File: config.mk
export PLATFORM = sky130hd
export DESIGN_NAME = keypad_code_lock_lockout_top
export DESIGN_NICKNAME = d
export VERILOG_FILES = /design/src/hw/rtl/kcl_pkg.sv /design/src/hw/rtl/kcl_cfg.sv /design/src/hw/rtl/kcl_core.sv /design/src/hw/rtl/keypad_code_lock_lockout_top.sv
export VERILOG_INCLUDE_DIRS = /design/src /design/src/hw/rtl
export SDC_FILE = /design/constraint.sdc
export NUM_CORES = 1
export LEC_CHECK = 0
export BUFFER_PORTS_ARGS = -buffer_cell sky130_fd_sc_hd__clkbuf_2
export CORE_MARGIN = 1
export CORE_UTILIZATION = 55
export DETAILED_ROUTE_END_ITERATION = 10
export GPL_TIMING_DRIVEN = 0
export PLACE_DENSITY = 0.74
export SLEW_MARGIN = 20
export SYNTH_ARGS = -nofsm -noshare
export SYNTH_HDL_FRONTEND = slang
export SYNTH_SLANG_ARGS = --single-unit
File: constraint.sdc
create_clock -name i_clk -period 8.6 [get_ports i_clk]
set_input_delay 0.43 -clock i_clk [delete_from_list [all_inputs] [get_ports i_clk]]
set_output_delay 0.43 -clock i_clk [all_outputs]
set_load 0.1 [all_outputs]
File: src/hw/rtl/keypad_code_lock_lockout_top_macros.svh
// Assertion macros shared by the keypad code lock RTL.
`ifndef KEYPAD_CODE_LOCK_LOCKOUT_TOP_MACROS_SVH
`define KEYPAD_CODE_LOCK_LOCKOUT_TOP_MACROS_SVH

// Checked on every edge outside reset.
`define KCL_ASSERT(label, prop, msg) \
    label: assert property (@(posedge i_clk) disable iff (!i_rst_n) prop) else $error(msg);

// Checked on every edge, reset included.
`define KCL_ASSERT_ALWAYS(label, prop, msg) \
    label: assert property (@(posedge i_clk) prop) else $error(msg);

`endif

File: src/hw/rtl/kcl_pkg.sv
// Package for the keypad code lock: sizes, register indexes, verdict codes and types.
`timescale 1ns / 1ps

package kcl_pkg;

    // keys per entry and derived widths
    localparam int CODE_LENGTH = 4;
    localparam int KEY_W       = 4;
    localparam int ENTRY_W     = KEY_W * CODE_LENGTH;
    localparam int CNT_W       = (CODE_LENGTH > 1) ? $clog2(CODE_LENGTH) : 1;

    localparam int CFG_DATA_W  = 16;
    localparam int CFG_ADDR_W  = 3;
    localparam int TIMER_W     = 16;
    localparam int ATT_W       = 4;

    // configuration register indexes
    localparam logic [CFG_ADDR_W-1:0] REG_SECRET_CODE   = 3'd0;
    localparam logic [CFG_ADDR_W-1:0] REG_MAX_ATTEMPTS  = 3'd1;
    localparam logic [CFG_ADDR_W-1:0] REG_LOCKOUT_TICKS = 3'd2;
    localparam logic [CFG_ADDR_W-1:0] REG_HOLD_TICKS    = 3'd3;
    localparam logic [CFG_ADDR_W-1:0] REG_BLINK_PERIOD  = 3'd4;
    localparam logic [CFG_ADDR_W-1:0] REG_BLINK_ON      = 3'd5;

    // verdict codes
    localparam logic [1:0] VERDICT_NONE    = 2'd0;
    localparam logic [1:0] VERDICT_CORRECT = 2'd1;
    localparam logic [1:0] VERDICT_WRONG   = 2'd2;
    localparam logic [1:0] VERDICT_LOCKED  = 2'd3;

    // item kinds
    localparam logic MODE_KEY  = 1'b0;
    localparam logic MODE_TICK = 1'b1;

    localparam logic [ATT_W-1:0]   ATT_MAX   = '1;
    localparam logic [TIMER_W-1:0] TIMER_MAX = '1;

    typedef struct packed {
        logic [CFG_DATA_W-1:0] secret_code;
        logic [ATT_W-1:0]      max_attempts;
        logic [TIMER_W-1:0]    lockout_ticks;
        logic [TIMER_W-1:0]    hold_ticks;
        logic [TIMER_W-1:0]    blink_period;
        logic [TIMER_W-1:0]    blink_on;
    } t_cfg;

    typedef struct packed {
        logic             mode;
        logic [KEY_W-1:0] key_code;
    } t_item;

    typedef struct packed {
        logic             key_taken;
        logic [ATT_W-1:0] attempts;
        logic [1:0]       verdict;
        logic             locked;
        logic             red_led;
        logic             green_led;
    } t_result;

    // secret code widened or cut to the entry width; unused key slots read as zero
    function automatic logic [ENTRY_W-1:0] secret_to_entry(input logic [CFG_DATA_W-1:0] code);
        logic [ENTRY_W+CFG_DATA_W-1:0] ext;
        ext = {{ENTRY_W{1'b0}}, code};
        return ext[ENTRY_W-1:0];
    endfunction

endpackage

File: src/hw/rtl/kcl_cfg.sv
// Configuration register bank of the keypad code lock.
`timescale 1ns / 1ps

module kcl_cfg
    import kcl_pkg::*;
(
    input  logic                  i_clk,
    input  logic                  i_rst_n,
    input  logic                  i_cfg_we,
    input  logic [CFG_ADDR_W-1:0] i_cfg_addr,
    input  logic [CFG_DATA_W-1:0] i_cfg_wdata,
    output t_cfg                  o_cfg
);

    t_cfg r_cfg;

    always_ff @(posedge i_clk) begin
        if (!i_rst_n) begin
            r_cfg.secret_code   <= 16'h1234;
            r_cfg.max_attempts  <= 4'd3;
            r_cfg.lockout_ticks <= 16'd5000;
            r_cfg.hold_ticks    <= 16'd1000;
            r_cfg.blink_period  <= 16'd500;
            r_cfg.blink_on      <= 16'd250;
        end else if (i_cfg_we) begin
            unique case (i_cfg_addr)
                REG_SECRET_CODE:   r_cfg.secret_code   <= i_cfg_wdata;
                REG_MAX_ATTEMPTS:  r_cfg.max_attempts  <= i_cfg_wdata[ATT_W-1:0];
                REG_LOCKOUT_TICKS: r_cfg.lockout_ticks <= i_cfg_wdata[TIMER_W-1:0];
                REG_HOLD_TICKS:    r_cfg.hold_ticks    <= i_cfg_wdata[TIMER_W-1:0];
                REG_BLINK_PERIOD:  r_cfg.blink_period  <= i_cfg_wdata[TIMER_W-1:0];
                REG_BLINK_ON:      r_cfg.blink_on      <= i_cfg_wdata[TIMER_W-1:0];
                default: ;
            endcase
        end
    end

    assign o_cfg = r_cfg;

endmodule

File: src/hw/rtl/kcl_core.sv
// Lock state and the single-pass update for one key press or tick.
`timescale 1ns / 1ps

module kcl_core
    import kcl_pkg::*;
(
    input  logic    i_clk,
    input  logic    i_rst_n,
    input  logic    i_en,
    input  t_item   i_item,
    input  t_cfg    i_cfg,
    output t_result o_result
);

    logic [CNT_W-1:0]   r_entry_count, n_entry_count;
    logic [ENTRY_W-1:0] r_entry_keys,  n_entry_keys;
    logic [ATT_W-1:0]   r_attempts,    n_attempts;
    logic               r_lock,        n_lock;
    logic [TIMER_W-1:0] r_elapsed,     n_elapsed;
    logic [TIMER_W-1:0] r_hold,        n_hold;
    logic [1:0]         r_shown,       n_shown;
    logic [TIMER_W-1:0] r_phase,       n_phase;

    logic [ENTRY_W+KEY_W-1:0] keys_shift;
    logic [ENTRY_W-1:0]       keys_new;
    logic [ATT_W-1:0]         att_inc;
    logic [TIMER_W-1:0]       elapsed_inc;
    logic [TIMER_W:0]         phase_inc;
    logic [1:0]               verdict_now;
    logic                     taken;

    always_comb begin
        n_entry_count = r_entry_count;
        n_entry_keys  = r_entry_keys;
        n_attempts    = r_attempts;
        n_lock        = r_lock;
        n_elapsed     = r_elapsed;
        n_hold        = r_hold;
        n_shown       = r_shown;
        n_phase       = r_phase;
        verdict_now   = VERDICT_NONE;
        taken         = 1'b0;

        keys_shift  = {r_entry_keys, i_item.key_code};
        keys_new    = keys_shift[ENTRY_W-1:0];
        att_inc     = (r_attempts != ATT_MAX) ? r_attempts + 1'b1 : r_attempts;
        elapsed_inc = (r_elapsed != TIMER_MAX) ? r_elapsed + 1'b1 : r_elapsed;
        phase_inc   = {1'b0, r_phase} + 1'b1;

        if (i_item.mode == MODE_KEY) begin
            if (!r_lock && r_hold == '0) begin
                taken         = 1'b1;
                n_entry_keys  = keys_new;
                n_entry_count = r_entry_count + 1'b1;
                if (r_entry_count == CNT_W'(CODE_LENGTH - 1)) begin
                    if (keys_new == secret_to_entry(i_cfg.secret_code)) begin
                        verdict_now = VERDICT_CORRECT;
                        n_attempts  = '0;
                    end else begin
                        n_attempts = att_inc;
                        if (att_inc >= i_cfg.max_attempts) begin
                            n_lock      = 1'b1;
                            n_elapsed   = '0;
                            n_phase     = '0;
                            verdict_now = VERDICT_LOCKED;
                        end else begin
                            verdict_now = VERDICT_WRONG;
                        end
                    end
                    n_entry_count = '0;
                    n_entry_keys  = '0;
                    n_hold        = i_cfg.hold_ticks;
                    n_shown       = (i_cfg.hold_ticks != '0) ? verdict_now : VERDICT_NONE;
                end
            end
        end else begin
            if (r_hold != '0) begin
                n_hold = r_hold - 1'b1;
                if (r_hold == TIMER_W'(1)) begin
                    n_shown = VERDICT_NONE;
                end
            end
            if (r_lock) begin
                if (elapsed_inc >= i_cfg.lockout_ticks) begin
                    n_lock     = 1'b0;
                    n_attempts = '0;
                    n_elapsed  = '0;
                    n_phase    = '0;
                end else if (i_cfg.blink_period > TIMER_W'(1)) begin
                    n_elapsed = elapsed_inc;
                    n_phase   = (phase_inc >= {1'b0, i_cfg.blink_period}) ?
                                '0 : phase_inc[TIMER_W-1:0];
                end else begin
                    n_elapsed = elapsed_inc;
                    n_phase   = '0;
                end
            end
        end
    end

    // lamps and flags follow the state left by this item
    always_comb begin
        o_result.green_led = (n_shown == VERDICT_CORRECT);
        o_result.red_led   = (n_shown == VERDICT_WRONG) || (n_shown == VERDICT_LOCKED) ||
                             ((n_shown == VERDICT_NONE) && n_lock &&
                              (n_phase < i_cfg.blink_on));
        o_result.locked    = n_lock;
        o_result.verdict   = (verdict_now != VERDICT_NONE) ? verdict_now : n_shown;
        o_result.attempts  = n_attempts;
        o_result.key_taken = taken;
    end

    always_ff @(posedge i_clk) begin
        if (!i_rst_n) begin
            r_entry_count <= '0;
            r_entry_keys  <= '0;
            r_attempts    <= '0;
            r_lock        <= 1'b0;
            r_elapsed     <= '0;
            r_hold        <= '0;
            r_shown       <= VERDICT_NONE;
            r_phase       <= '0;
        end else if (i_en) begin
            r_entry_count <= n_entry_count;
            r_entry_keys  <= n_entry_keys;
            r_attempts    <= n_attempts;
            r_lock        <= n_lock;
            r_elapsed     <= n_elapsed;
            r_hold        <= n_hold;
            r_shown       <= n_shown;
            r_phase       <= n_phase;
        end
    end

endmodule

File: src/hw/rtl/keypad_code_lock_lockout_top.sv
// Top level of the keypad code lock: input register, core, result register, config bank.
//
// Usage
//   Slave stream: one transaction per key press or one-millisecond tick.
//     s_axis_tuser[0] is the kind (0 key press, 1 tick), s_axis_tdata[3:0] the key code.
//   Master stream: one result transaction per input transaction, in order, with the
//     lamp drives, lock flag, verdict, attempt count and key-taken flag.
//   Config: i_cfg_we writes i_cfg_wdata to register i_cfg_addr (0 secret code,
//     1 max attempts, 2 lockout ticks, 3 hold ticks, 4 blink period, 5 blink on).
//     Write only while the block is idle; indexes 6 and 7 are ignored.
// Timing
//   An input transaction lands in the input register; when the result register is free
//   or draining, it passes through the update logic into the result register and is
//   offered on the master stream. Throughput is one transaction per cycle while the
//   master does not stall; the update of the lock state is a single shallow pass
//   (one 16-bit increment or decrement and compare per timer) per item.
// Reset
//   Synchronous, active low: both registers empty, lock state cleared, config
//   back to code 1234, 3 attempts, 5000/1000 ticks, blink 500 with 250 on.
// Stall
//   A stalled master holds the result; the input register then fills and
//   s_axis_tready drops until the result is taken. No transaction is lost.
`timescale 1ns / 1ps

module keypad_code_lock_lockout_top
    import kcl_pkg::*;
(
    input  logic                  i_clk,
    input  logic                  i_rst_n,
    input  logic                  s_axis_tvalid,
    output logic                  s_axis_tready,
    input  logic [7:0]            s_axis_tdata,   // [3:0] key_code, [7:4] zero
    input  logic [0:0]            s_axis_tuser,   // [0] mode
    output logic                  m_axis_tvalid,
    input  logic                  m_axis_tready,
    // [0] green_led, [1] red_led, [2] locked, [4:3] verdict, [8:5] attempts,
    // [9] key_taken, [15:10] zero
    output logic [15:0]           m_axis_tdata,
    input  logic                  i_cfg_we,
    input  logic [CFG_ADDR_W-1:0] i_cfg_addr,
    input  logic [CFG_DATA_W-1:0] i_cfg_wdata
);

    t_cfg    cfg;
    t_item   r_item;
    logic    r_in_vld;
    t_result core_result;
    t_result r_result;
    logic    r_out_vld;
    logic    advance;

    // item moves into the core when the result register is free or draining
    assign advance       = r_in_vld && (!r_out_vld || m_axis_tready);
    assign s_axis_tready = !r_in_vld || advance;

    always_ff @(posedge i_clk) begin
        if (!i_rst_n) begin
            r_in_vld <= 1'b0;
        end else if (s_axis_tready) begin
            r_in_vld <= s_axis_tvalid;
        end
    end

    always_ff @(posedge i_clk) begin
        if (s_axis_tready && s_axis_tvalid) begin
            r_item.mode     <= s_axis_tuser[0];
            r_item.key_code <= s_axis_tdata[KEY_W-1:0];
        end
    end

    kcl_cfg u_cfg (
        .i_clk       (i_clk),
        .i_rst_n     (i_rst_n),
        .i_cfg_we    (i_cfg_we),
        .i_cfg_addr  (i_cfg_addr),
        .i_cfg_wdata (i_cfg_wdata),
        .o_cfg       (cfg)
    );

    kcl_core u_core (
        .i_clk    (i_clk),
        .i_rst_n  (i_rst_n),
        .i_en     (advance),
        .i_item   (r_item),
        .i_cfg    (cfg),
        .o_result (core_result)
    );

    // result register
    always_ff @(posedge i_clk) begin
        if (!i_rst_n) begin
            r_out_vld <= 1'b0;
        end else if (advance) begin
            r_out_vld <= 1'b1;
        end else if (m_axis_tready) begin
            r_out_vld <= 1'b0;
        end
    end

    always_ff @(posedge i_clk) begin
        if (advance) begin
            r_result <= core_result;
        end
    end

    assign m_axis_tvalid = r_out_vld;
    assign m_axis_tdata  = {6'd0, r_result.key_taken, r_result.attempts, r_result.verdict,
                            r_result.locked, r_result.red_led, r_result.green_led};

`include "keypad_code_lock_lockout_top_macros.svh"

    // both lamps never lit together
    `KCL_ASSERT(a_lamps_exclusive, r_out_vld |-> !(r_result.green_led && r_result.red_led), "green and red lit together")

    // a key whose check starts the lockout leaves the lock flag set
    `KCL_ASSERT(a_lock_verdict, (r_out_vld && r_result.key_taken && r_result.verdict == VERDICT_LOCKED) |-> r_result.locked, "lock verdict without lock")

    // a held correct verdict means the attempt count was cleared
    `KCL_ASSERT(a_green_clears, (r_out_vld && r_result.green_led) |-> (r_result.attempts == '0), "green with attempts counted")

    // nothing is offered in the cycle after reset
    `KCL_ASSERT_ALWAYS(a_reset_empty, !i_rst_n |=> (!m_axis_tvalid && s_axis_tready), "pipeline not empty after reset")

endmodule
==> run metrics <==
outcome complete, no violations; CTS Hold Bufs 0; mapped cell area between 0.009 and 0.01 sq mm; Routed wire per std cell 18.1 um; Setup crit end kind register; most used cells in the layout excluding fill and tap cells nand2_1 (254), dfxtp_1 (155), a21oi_1 (133), inv_1 (63), nor2_1 (62); max-cap violations 0; pre-CTS WS around 2.4 ns; Cell variety after synth 73; CTS buffer count 17; sequential element share of the synthesized area 37.6%; Least-Margin Pin Slew ~1.1 ns; port bufs 40; CP top delay family compound AO/OA/AOI/OAI gates; Post-CTS Resized 0; CORE AREA 0.0167 sq mm; drt first pass iters 8; CP Launch Type register; I/O pin count 51; VDD IR-drop max between 150 and 200 uV; Clock Path Buffers 2; Peak Freq around 160 MHz; number of global-route vias before repair between 8000 and 9000; Post-synth top flop dfxtp_1; required time of the critical path 8.90 ns; #FFs+latches synth 170; Final setup viols 0; postcts setup bufs 0; asr flop ratio synth 0%; RSZ-0062 raised after global routing false; crit-path max FO 10; Setup Crit Path Kind reg2reg; row cnt 47; Post-DRT Antenna Nets 0; Critical Path AT ~6.7 ns; WHS 0.165 ns; DP Area 0.00995 sq mm; GRT Util Overall 31.1%; CTS tree built; WP buf/inv 1; number of flops mapped to enable cells by yosys 15; Hold Crit Class in2reg; die width between 100 and 150 um; Ant. Diodes 0; Iteration-0 DRC Markers around 840; Post-Route WL about 27000 um; final HPWL from detailed placement slightly above 20000 um; CTS root buffer clkbuf_16; Syn. warnings 0; post-route cell area roughly 0.011 sq mm; min Tclk post-route about 6.4 ns; Final Wtd Congestion 0.943; Final Hold Viols 0; most common cell after layout, fill and taps aside nand2_1; leakage a little over 4 nW; Rel. slew slack around 30%; final worst slack between 2 and 2.5 ns; clock latency on the worst-skew pair approximately 0.44 ns; DRC Markers 0; Clock Sink Count 170; initial antenna violation count 0; CP max-delay cell a21oi_1; clock slew at reported path FFs approximately 0.070 ns; first-pass GRT wire length 42600 um; Nets 1358; share of post-route cells with drive strength above 1 a little under a tenth; Final Max Slew Viols 0; largest net degree at the start of global routing 20; initial core utilization between 50% and 60%; Design Power 2.07 mW; vias per inst approximately 6.0; clock skew 0.0104 ns; PD cells about 200 mW/mm^2; # H-tree levels 4; Final TNS setup 0 ns; Chip Height 133 um; post-route clock period utilization between 70% and 80%; Synth Area per Inst around 7.9 sq um; CP peak stage delay between 0.7 and 0.8 ns; post-synthesis cell count 1204; vias around 9000; die area between 0.015 and 0.02 sq mm; CP cell instances ha_1, nand3_1, nor4_1, nand4_1, nand4_1, nor2_1, xor2_1, ha_1, nand4_1, a211oi_1, a21oi_1, a21oi_1, nor2_2, buf_2, nand4b_1, o211ai_1, ha_1, a21o_1, a21o_1, a21oi_1, nor2_1, a2111oi_0, a31o_2; grt total ovfl 0; P&R area growth vs syn 11.2%
## cell families (layout without fill, tap and decap cells)
kind of cell / after synthesis / count (layout) / synth area share [%]
AO/OA/AOI/OAI: 286 / 286 / 18.2
XOR/XNOR: 39 / 39 / 3.61
adder cells (fa/ha/maj): 57 / 57 / 7.54
buffers and inverters: 132 / 204 / 6.29
flip-flops: 170 / 170 / 37.6
multiplexers: 9 / 9 / 1.01
other: 1 / 6 / 0.0397
AND/OR/NAND/NOR: 510 / 510 / 25.7
## Yosys cell counts, drive strengths merged, types with 4 or more instances
cell	number	area share, %
a211oi	6	0.48
a21o	11	0.87
a21oi	133	7.0
a22o	5	0.46
a22oi	7	0.56
a31oi	9	0.60
a32oi	8	0.74
and2	5	0.37
and3	9	0.60
and4	4	0.37
buf	21	1.8
clkbuf	47	2.0
dfxtp	155	33
edfxtp	15	4.8
ha	57	7.5
inv	63	2.5
mux2	4	0.48
mux2i	5	0.53
nand2	254	10
nand2b	10	0.66
nand3	50	2.6
nand3b	15	1.2
nand4	21	1.6
nor2	63	2.5
nor2b	11	0.73
nor3	25	1.5
nor4	20	1.4
o211ai	27	2.1
o21a	7	0.56
o21ai	48	2.5
o22ai	4	0.26
or2	6	0.40
or3	7	0.53
xnor2	16	1.5
xor2	23	2.1
## flip-flops by register name, indices dropped and copies added, names as in the netlist
| name | flops |
|---|---|
| u_core.r_entry_count | 2 |
| r_in_vld | 1 |
| u_core.r_hold | 16 |
| u_core.r_shown | 2 |
| m_axis_tdata | 10 |
| u_core.r_elapsed | 16 |
| u_core.r_entry_keys | 12 |
| m_axis_tvalid | 1 |
| u_cfg.o_cfg | 84 |
| u_core.r_phase | 16 |
| r_item | 5 |
| u_core.r_lock | 1 |
| u_core.r_attempts | 4 |
## per-stage QoR
step | util (%) | cells
after detailed placement | 59.6 | 1469
final | 62.9 | 1501
after CTS | 62.9 | 1501
after global placement | 59.6 | 1469
after global routing | 62.9 | 1501
after floorplan | - | 1209
## area by class of cell
type	count	area (sq um)
well taps	220	275
plain buffers	68	354
clock inverters	12	115
multi-input cells	907	5330
fillers	1519	6190
repair buffers	40	200
inverters	64	240
clock buffers	20	447
flip-flops and latches	170	3550
## power by group
group          internal (mW)  switching (mW)
clock network          0.409           0.334
logic                  0.162           0.294
registers              0.837          0.0337
total                   1.41           0.662
## routing by layer
layer	part of all wire, %	GRT usage [%]	up-vias
met2	45	49.4	399
li1	-	-	4354
met3	8.9	5.90	82
met1	43	40.7	4177
met5	0.17	1.94	-
met4	3.8	14.5	2
## path summary, 6_finish.rpt
kind	start	to	slack [ns]	cells after the start
worst max register to register	u_core.r_elapsed[0]$_SDFFE_PN0P_	m_axis_tdata[1]$_DFFE_PP_	2.18	23
worst max-delay path	u_core.r_elapsed[0]$_SDFFE_PN0P_	m_axis_tdata[1]$_DFFE_PP_	2.18	23
worst min-delay path	s_axis_tdata[3]	r_item[3]$_DFFE_PP_	0.16	1
worst min register to register	u_cfg.o_cfg[62]$_SDFFE_PN0P_	u_cfg.o_cfg[62]$_SDFFE_PN0P_	0.46	2
Note: power is estimated with default switching activity, not from simulation.
